[config.mk]
export PLATFORM = sky130hd
export DESIGN_NAME = release_tag_version_compare_unit
export DESIGN_NICKNAME = d
export VERILOG_FILES = /design/src/hdl/rtvc_pkg.sv /design/src/hdl/rtvc_tag_track.sv /design/src/hdl/rtvc_ver_cmp.sv /design/src/hdl/release_tag_version_compare_unit.sv
export SDC_FILE = /design/constraint.sdc
export NUM_CORES = 1
export LEC_CHECK = 0
export ABC_CLOCK_PERIOD_IN_PS = 3600
export BUFFER_PORTS_ARGS = -buffer_cell sky130_fd_sc_hd__buf_4
export CORE_ASPECT_RATIO = 1.1
export CORE_MARGIN = 4
export CORE_UTILIZATION = 52
export CTS_CLUSTER_SIZE = 20
export DETAILED_ROUTE_END_ITERATION = 7
export PLACE_DENSITY_LB_ADDON = 0.2
export REMOVE_ABC_BUFFERS = 1
export SLEW_MARGIN = 20
export SYNTH_ARGS = -nofsm -noshare
export SYNTH_HDL_FRONTEND = slang
export SYNTH_SLANG_ARGS = --single-unit
[constraint.sdc]
create_clock -name clk -period 3.6 [get_ports clk]
set_input_delay 0.18 -clock clk [delete_from_list [all_inputs] [get_ports clk]]
set_output_delay 0.18 -clock clk [all_outputs]
set_load 0.005 [all_outputs]
[src/hdl/rtvc_pkg.sv]
// Shared types, character codes and helpers for the release tag version compare block.
`default_nettype none
package rtvc_pkg;

  localparam int PART_W    = 20;
  localparam int CHAR_W    = 16;
  localparam int REG_COUNT = 4;
  localparam int REG_IDX_W = 2;
  localparam int CFG_IDX_W = 8;
  localparam int OUT_W     = 8;

  localparam logic [PART_W-1:0] PART_CEIL = 20'd99999;

  // input kinds (tuser)
  localparam logic KIND_CHAR = 1'b0;
  localparam logic KIND_END  = 1'b1;

  // register indexes
  localparam logic [CFG_IDX_W-1:0] REG_MAJOR = 8'd0;
  localparam logic [CFG_IDX_W-1:0] REG_MINOR = 8'd1;
  localparam logic [CFG_IDX_W-1:0] REG_PATCH = 8'd2;
  localparam logic [CFG_IDX_W-1:0] REG_BUILD = 8'd3;

  localparam logic [CHAR_W-1:0] CHAR_SLASH = 16'h002F;
  localparam logic [CHAR_W-1:0] CHAR_DOT   = 16'h002E;
  localparam logic [CHAR_W-1:0] CHAR_0     = 16'h0030;
  localparam logic [CHAR_W-1:0] CHAR_9     = 16'h0039;
  localparam logic [CHAR_W-1:0] CHAR_V_UP  = 16'h0056;
  localparam logic [CHAR_W-1:0] CHAR_V_LO  = 16'h0076;

  // control from the input stage to the tag tracker
  typedef struct packed {
    logic step;   // one character item is consumed
    logic clear;  // end item: tag state returns to reset
  } trk_ctl_t;

  // one decimal digit into a component; a value already at or above PART_CEIL becomes PART_CEIL
  function automatic logic [PART_W-1:0] next_part(input logic [PART_W-1:0] v,
                                                  input logic [3:0] digit);
    logic [PART_W-1:0] times10;
    times10 = (v << 3) + (v << 1);
    if (v >= PART_CEIL) begin
      next_part = PART_CEIL;
    end else begin
      next_part = times10 + {{(PART_W-4){1'b0}}, digit};
    end
  endfunction

endpackage
`default_nettype wire

[src/hdl/rtvc_tag_track.sv]
// Tag tracker: per-character update of components, length, start and bad flags.
`default_nettype none
module rtvc_tag_track #(
  parameter int TAG_CAPACITY = 32,
  parameter int PART_COUNT   = 4
) (
  input  wire                          clk,
  input  wire                          rst_n,
  input  rtvc_pkg::trk_ctl_t           ctl_i,
  input  wire [rtvc_pkg::CHAR_W-1:0]   char_i,
  output logic [rtvc_pkg::PART_W-1:0]  parts_o [PART_COUNT],
  output logic                         accepted_o
);
  import rtvc_pkg::*;

  localparam int LEN_W = $clog2(TAG_CAPACITY + 1);
  localparam int IDX_W = $clog2(PART_COUNT + 1);

  logic [PART_W-1:0] parts_r   [PART_COUNT];
  logic [PART_W-1:0] parts_nxt [PART_COUNT];
  logic [IDX_W-1:0]  idx_r, idx_nxt;
  logic [LEN_W-1:0]  len_r, len_nxt;
  logic              start_r, start_nxt;
  logic              bad_r, bad_nxt;

  logic is_digit, is_vee, is_dot, is_slash;

  assign is_digit = char_i inside {[CHAR_0:CHAR_9]};
  assign is_vee   = char_i inside {CHAR_V_LO, CHAR_V_UP};
  assign is_dot   = (char_i == CHAR_DOT);
  assign is_slash = (char_i == CHAR_SLASH);

  always_comb begin
    parts_nxt = parts_r;
    idx_nxt   = idx_r;
    len_nxt   = len_r;
    start_nxt = start_r;
    bad_nxt   = bad_r;
    if (ctl_i.clear || (ctl_i.step && is_slash)) begin
      for (int k = 0; k < PART_COUNT; k++) begin
        parts_nxt[k] = '0;
      end
      idx_nxt   = '0;
      len_nxt   = '0;
      start_nxt = 1'b1;
      bad_nxt   = 1'b0;
    end else if (ctl_i.step) begin
      start_nxt = 1'b0;
      // leading v/V of a tag is dropped
      if (!(start_r && is_vee)) begin
        if (len_r < LEN_W'(TAG_CAPACITY)) begin
          len_nxt = len_r + LEN_W'(1);
        end
        if (is_digit) begin
          for (int k = 0; k < PART_COUNT; k++) begin
            if (idx_r == IDX_W'(k)) begin
              parts_nxt[k] = next_part(parts_r[k], char_i[3:0]);
            end
          end
        end else if (is_dot) begin
          if (idx_r < IDX_W'(PART_COUNT)) begin
            idx_nxt = idx_r + IDX_W'(1);
          end
        end else begin
          bad_nxt = 1'b1;
        end
      end
    end
  end

  always_ff @(posedge clk) begin
    if (!rst_n) begin
      for (int k = 0; k < PART_COUNT; k++) begin
        parts_r[k] <= '0;
      end
      idx_r   <= '0;
      len_r   <= '0;
      start_r <= 1'b1;
      bad_r   <= 1'b0;
    end else begin
      parts_r <= parts_nxt;
      idx_r   <= idx_nxt;
      len_r   <= len_nxt;
      start_r <= start_nxt;
      bad_r   <= bad_nxt;
    end
  end

  assign parts_o    = parts_r;
  assign accepted_o = !bad_r && (len_r != '0) && (len_r < LEN_W'(TAG_CAPACITY));

endmodule
`default_nettype wire

[src/hdl/rtvc_ver_cmp.sv]
// Version compare: first differing component decides, missing current parts are zero.
`default_nettype none
module rtvc_ver_cmp #(
  parameter int PART_COUNT = 4
) (
  input  wire [rtvc_pkg::PART_W-1:0] parts_i [PART_COUNT],
  input  wire [rtvc_pkg::PART_W-1:0] cur_i   [rtvc_pkg::REG_COUNT],
  input  wire                        accepted_i,
  output logic                       newer_o
);
  import rtvc_pkg::*;

  logic [PART_W-1:0] cur_ext [PART_COUNT];
  logic              decided;
  logic              gt;

  for (genvar k = 0; k < PART_COUNT; k++) begin : g_cur
    if (k < REG_COUNT) begin : g_reg
      assign cur_ext[k] = cur_i[k];
    end else begin : g_zero
      assign cur_ext[k] = '0;
    end
  end

  always_comb begin
    decided = 1'b0;
    gt      = 1'b0;
    for (int k = 0; k < PART_COUNT; k++) begin
      if (!decided && (parts_i[k] != cur_ext[k])) begin
        decided = 1'b1;
        gt      = parts_i[k] > cur_ext[k];
      end
    end
    newer_o = accepted_i && gt;
  end

endmodule
`default_nettype wire

[src/hdl/release_tag_version_compare_unit.sv]
// Top level: input register, tag tracker, version compare and result register.
// An end item goes through the input register and then the result register onto out_*.
// Character items produce no result; through the input register they update the tag state.
// Throughput: one item per cycle; in_tready drops only while an end item waits
// on a full, stalled result register.
// Reset (rst_n low, synchronous): both stages empty, tag state cleared, registers zero.
`default_nettype none
module release_tag_version_compare_unit #(
  parameter int TAG_CAPACITY = 32,
  parameter int PART_COUNT   = 4
) (
  input  wire                             clk,
  input  wire                             rst_n,
  // character stream
  input  wire                             in_tvalid,
  output logic                            in_tready,
  input  wire [rtvc_pkg::CHAR_W-1:0]      in_tdata,   // [15:0] char_code
  input  wire                             in_tuser,   // [0] kind (1 = end of string)
  // result stream
  output logic                            out_tvalid,
  input  wire                             out_tready,
  output logic [rtvc_pkg::OUT_W-1:0]      out_tdata,  // [0] tag_accepted, [1] is_newer, rest 0
  // register writes
  input  wire                             cfg_valid,
  output logic                            cfg_ready,
  input  wire [rtvc_pkg::CFG_IDX_W-1:0]   cfg_index,
  input  wire [rtvc_pkg::PART_W-1:0]      cfg_data
);
  import rtvc_pkg::*;

  // current version registers
  logic [PART_W-1:0] cur_r [REG_COUNT];

  // input register stage
  logic              s1_valid_r, s1_valid_nxt;
  logic              s1_kind_r;
  logic [CHAR_W-1:0] s1_char_r;
  logic              s1_adv;
  logic              in_acc;

  // result register
  logic              out_valid_r, out_valid_nxt;
  logic              out_acc_r;
  logic              out_newer_r;
  logic              out_load;

  trk_ctl_t          trk_ctl;
  logic [PART_W-1:0] parts [PART_COUNT];
  logic              accepted;
  logic              newer;

  assign cfg_ready = 1'b1;

  // register index beyond the list is dropped
  always_ff @(posedge clk) begin
    if (!rst_n) begin
      for (int k = 0; k < REG_COUNT; k++) begin
        cur_r[k] <= '0;
      end
    end else if (cfg_valid && (cfg_index < CFG_IDX_W'(REG_COUNT))) begin
      cur_r[cfg_index[REG_IDX_W-1:0]] <= cfg_data;
    end
  end

  // a character always moves on; an end item needs room in the result register
  assign s1_adv    = s1_valid_r && ((s1_kind_r == KIND_CHAR) || !out_valid_r || out_tready);
  assign in_tready = !s1_valid_r || s1_adv;
  assign in_acc    = in_tvalid && in_tready;

  always_comb begin
    s1_valid_nxt = s1_valid_r;
    if (in_acc) begin
      s1_valid_nxt = 1'b1;
    end else if (s1_adv) begin
      s1_valid_nxt = 1'b0;
    end
  end

  always_ff @(posedge clk) begin
    if (!rst_n) begin
      s1_valid_r <= 1'b0;
    end else begin
      s1_valid_r <= s1_valid_nxt;
    end
  end

  always_ff @(posedge clk) begin
    if (in_acc) begin
      s1_kind_r <= in_tuser;
      s1_char_r <= in_tdata;
    end
  end

  assign trk_ctl.step  = s1_adv && (s1_kind_r == KIND_CHAR);
  assign trk_ctl.clear = s1_adv && (s1_kind_r == KIND_END);

  rtvc_tag_track #(
    .TAG_CAPACITY (TAG_CAPACITY),
    .PART_COUNT   (PART_COUNT)
  ) u_track (
    .clk        (clk),
    .rst_n      (rst_n),
    .ctl_i      (trk_ctl),
    .char_i     (s1_char_r),
    .parts_o    (parts),
    .accepted_o (accepted)
  );

  rtvc_ver_cmp #(
    .PART_COUNT (PART_COUNT)
  ) u_cmp (
    .parts_i    (parts),
    .cur_i      (cur_r),
    .accepted_i (accepted),
    .newer_o    (newer)
  );

  // the end item sees the tag state left by the preceding characters
  assign out_load = trk_ctl.clear;

  always_comb begin
    out_valid_nxt = out_valid_r;
    if (out_load) begin
      out_valid_nxt = 1'b1;
    end else if (out_tready) begin
      out_valid_nxt = 1'b0;
    end
  end

  always_ff @(posedge clk) begin
    if (!rst_n) begin
      out_valid_r <= 1'b0;
    end else begin
      out_valid_r <= out_valid_nxt;
    end
  end

  always_ff @(posedge clk) begin
    if (out_load) begin
      out_acc_r   <= accepted;
      out_newer_r <= newer;
    end
  end

  assign out_tvalid = out_valid_r;
  assign out_tdata  = {{(OUT_W-2){1'b0}}, out_newer_r, out_acc_r};

endmodule
`default_nettype wire

# Word-level counts from Yosys, hierarchy flattened
# Index checks and enable logic that the tools add are counted.
# classes
n_lt_le_gt_ge	15
eq_ne	11
mux	18
n_addsub	10
n_bitwise	6
n_reduce_logical	38
# ops
operator	count
$mux 20	5
$add 20x20->20	4
$add 20x4->20	4
$bwmux 80	1
$ge 20x17->1 const B	4
$gt 20x20->1	4
$ne 20x20->1	4
$demux 20 s2	1
$eq 16x6->1 const B	2
$eq 16x7->1 const B	2
$reduce_and 4->1	5
$ge 16x6->1 const B	1
$le 16x6->1 const B	1
$logic_and 1x1->1	15
$mux 1	11
$lt 8x3->1 const B	1
$add 6x1->6 const B	1
$eq 3x2->1 const B	2
$logic_not 1->1	6
$lt 6x6->1 const B	1
$reduce_bool 2->1	3
$reduce_bool 6->1	1
$not 1->1	5
$reduce_and 5->1	1
other kinds (10)	13
# totals
wordCells	116
ff_bits	192
inputBits	50
output_inout_bits	11

# Depth between registers and ports, before layout
# logic_depth
word_depth	12
depth_mapped	12
mapped_depth_nobuf	12

# Cells and area by module
# Synthesis repeated with hierarchy kept, for this count alone.
# unflattened
cells_unflattened	1529
hier_area_um2	13419.1
# by_module_without_submodules
module	cells_per_inst	instances	seq_area_each_um2	area_per_inst_um2
rtvc_tag_track	911	1	1821.7	7701.1
release_tag_version_compare_unit	327	1	2212.1	3662.3
rtvc_ver_cmp	291	1	0.0	2055.7

# Worst setup path after synthesis
# OpenSTA, ideal clock, no wires.
# synth_timing
path_kind	reg-to-reg
startpoint	register s1_char_r[3]
endpoint	register u_track.parts_r, in the netlist u_track.parts_o[59]
t_arrival_ps	2902
setup_ps	128
stages_incl_launch_ff	13
n_path_buf	0
slack_ps	570
period_less_slack_ps	3030
required_ps	3472
cell_sequence	edfxtp_1 inv_1 fa_1 inv_1 ha_1 a211oi_1 o311ai_0 a41oi_1 o21ai_0 a221oi_1 xnor2_1 a22oi_1 nor2_1
# synth_via
elab_chain_cells	5
elab_cells_between_ends	15
classes_between	add/sub (1); order compare (2); eq/ne (3); mux (1); bitwise (1); reduce/logical (7)
# synth_lines
item	line	rtl
start, declared	release_tag_version_compare_unit.sv:37	logic [CHAR_W-1:0] s1_char_r;
start signal, assigned	release_tag_version_compare_unit.sv:90	s1_char_r <= in_tdata;
parallel branches: the longest is 5 deep, another holds $ge 16x6->1	-	
end signal, assigned	rtvc_tag_track.sv:81	parts_r <= parts_nxt;
end, declared	rtvc_tag_track.sv:19	logic [PART_W-1:0] parts_r [PART_COUNT];
# Parallel ways; which one is timed is not known.
# A chain may end at the register's enable or synchronous reset.

# Worst setup path in the final report
# layout_timing
startpoint	register s1_char_r[3]
endpoint	register u_track.parts_r, in the netlist u_track.parts_o[33]
# Same word-level chain as after synthesis.

==> results.txt <==
CTS Root Cell: clkbuf_16
Predominant post-synthesis flop cell: dfxtp_1
Setup WS post-layout: 261 ps
Max Slew Vio Count: 0
CTS tree: yes
Crit end category: flop
Clock skew: 9.56 ps
Asr flop ratio synth: 0
Endpoints failing hold: 0
Hold Startpoint: cfg_data[18]
Most frequent cells in the layout: 223 x ha_1, 218 x nand2_1, 173 x dfxtp_1
Peak supply drop: 0.000329 V
GRT Total Usage: 0.233
Mapped Cells: 1564
Core footprint: 25300 µm²
Pwr dens: 289 nW/µm²
Syn-to-layout area delta: 11.9%
Placement Setup Slack: 188 ps
Tcrit/Tclk final: 0.928
R2R setup slack: 260 ps
# nets final: 1903
Diodes inserted: 0
Drt drc: 0
Max incr delay on CP: 590 ps
Layout cells sized above 1: 0.0807
Max frequency: 299 MHz
Chip height: 176 µm
Netlist cell types: 71
Pin count of the biggest net entering global routing: 85
Final GP Congestion: 0.856
Antenna Nets Post-Route: 0
First-pass DRT Iterations: 8
CTS Buf Count: 17
Register area share after synthesis: 0.303
Hold Path Depth: 3
# clock sinks: 192
Crit path max-delay cell type: fa_1
R2r startpoint: s1_char_r[3]
Ys Warns: 0
Port buffer count: 53
Vias: 11200
Number of synthesized flops with an enable pin: 19
Placed inst area: 14000 µm²
WP buf/inv: 3
Fillers: 2303
HPWL after DPL: 24400 µm
Syn Std Cell Area: 13300 µm²
Clock Pin Slew Worst Setup and Hold Paths: 70 ps
Crit path max fanout: 6
RSZ-0062 raised after global routing: false
Clock buffer depth: 2
Cell row count: 61
Vias/cell: 5.67
H-tree lvl count: 4
Worst EP arrival: 3710 ps
Worst Tran Pin Value: 1000 ps
Die Footprint: 28200 µm²
Die Wd: 161 µm
Avg Inst Size Synth: 8.51 µm²
Slew margin rel.: 0.331
Hold Crit Class: input port to flop
Top delay family on crit path: compound AO/OA/AOI/OAI gates
Max Cap Viol: 0
Starting Density: 0.527
R2R depth: 13
First-pass GRT wire length: 53900 µm
Hold Path End: cur_r[18]
Vias in the first global route: 11100
Final setup violation count: 0
Initial DRC count: 594
Number of synthesized register bits: 192
DRT Wirelength: 33000 µm
Gr ovfl total: 0
Wire per inst: 16.6 µm
Reg-to-reg endpoint: u_track.parts_o[33]
Run status: finished, final reports clean
Final instance area: 14900 µm²
Most common cell after layout, fill and taps aside: ha_1
Setup Total Neg Slack: 0 ps
Worst path required time: 3970 ps
Boundary pin count: 61
Initial antenna violation count: 0
Critical Path Start Type: flop
Cell mode on critical path: a21oi_1
Setup CP Type: flop to flop
Critical-path cell list: clkinvlp_4 -> buf_12 -> fa_1 -> inv_1 -> ha_1 -> a211oi_2 -> o211ai_1 -> a41o_1 -> a21o_1 -> a21oi_1 -> xnor2_1 -> nand3_1 -> a21oi_1
Clock latency on the worst-skew pair: 430 ps
Final min period: 3340 ps
Leakage dissipation: 6.53 nW
worst register-to-register path: cells and delay by family, from the launching register on:
family          cells  cell delay, ps
flops               1             390
fa+ha+maj           2             910
xor+xnor            1             140
compound gates      6            1190
buf+inv             3             560
simple gates        1              90
kinds of logic after synthesis:
kind of cell               synth area share
other                              0.000564
adders and majority gates             0.222
DFF                                   0.303
AOI/OAI and AO/OA                     0.205
and+or+nand+nor                       0.166
buffers and inverters                0.0546
muxes                               0.00150
xor gates and xnor gates             0.0480
where the power goes:
part / leakage, nW / switching (mW) / internal (mW) / total [mW]
Combinational: 4.68 / 0.116 / 0.0902 / 0.206
Clock: 0.278 / 0.842 / 1.07 / 1.92
Sequential: 1.58 / 0.0133 / 2.17 / 2.19
Total: 6.53 / 0.970 / 3.34 / 4.31
cell type report:
class / count / area, µm² / share of cell area
Clock buffer: 22 / 474 / 0.0318
Clock inverter: 10 / 110 / 0.00739
Inverter: 123 / 465 / 0.0313
Multi-Input combinational cell: 1197 / 8630 / 0.580
Sequential cell: 192 / 4030 / 0.271
Tap cell: 346 / 433 / 0.0291
Timing Repair Buffer: 91 / 742 / 0.0498
flip-flops by register name (all words and copies together) (netlist names):
name and flops:
cur_r 80, u_track.parts_o 80, s1_char_r 16, u_track.len_r 6, u_track.idx_r 3, out_acc_r 1, out_newer_r 1, out_tvalid 1
s1_kind_r 1, s1_valid_r 1, u_track.bad_r 1, u_track.start_r 1
through the flow:
stage	util	hold slack [ps]	power (mW)	instances
after floorplan	-	279	2.30	1512
after global placement	0.556	358	2.41	1929
after detailed placement	0.556	359	2.42	1929
after CTS	0.586	30.7	4.32	1978
after global routing	0.589	48.3	4.43	1981
final	0.589	37.1	4.31	1981
cells in the mapped netlist, types with 9 or more instances:
cell	count	area, µm²
ha_1	223	2790
nand2_1	219	822
dfxtp_1	173	3460
inv_1	123	462
a21oi_1	98	490
nor2_1	93	349
a21boi_0	83	623
o21ai_0	77	385
xnor2_1	45	394
a21o_1	44	330
clkbuf_1	40	150
nand4_1	28	175
xor2_1	28	245
a22oi_1	23	173
nand3_1	22	110
edfxtp_1	19	571
nor3_1	17	85.1
nor2b_1	16	100
o21a_1	15	113
nand2b_1	13	81.3
and3_1	12	75.1
a211oi_1	10	75.1
a31oi_1	10	62.6
and4_1	10	87.6
buf_4	10	75.1
a221oi_1	9	78.8
nor4_1	9	56.3
per-layer routing:
| layer | share of wire | vias to the layer above | global-route usage |
|---|---|---|---|
| met5 | 0 | - | 0 |
| met4 | 0.019 | 0 | 0.0674 |
| met3 | 0.037 | 49 | 0.0286 |
| met2 | 0.49 | 206 | 0.412 |
| met1 | 0.45 | 5340 | 0.298 |
| li1 | - | 5630 | - |
repair_timing:
item | CTS | global route
endpoints found under the hold margin | 17 | 0
gates resized for setup | 0 | 12
buffers inserted | 0 | 3
endpoints found under the setup margin | 0 | 9
hold buffers | 17 | 0
worst max path at each step:
stage | startpoint | to | slack, ps | depth (start not counted)
3_3_place_gp | s1_char_r[3] | u_track.parts_o[19] | 230 | 12
5_1_grt | s1_char_r[3] | u_track.parts_o[36] | 20 | 13
2_1_floorplan | s1_char_r[15] | u_track.parts_o[77] | 290 | 7
3_5_place_dp | s1_char_r[3] | u_track.parts_o[19] | 190 | 12
6_report | s1_char_r[3] | u_track.parts_o[33] | 260 | 13
4_1_cts | s1_char_r[3] | u_track.parts_o[19] | 160 | 12
Power figures use the tool's default switching activity.
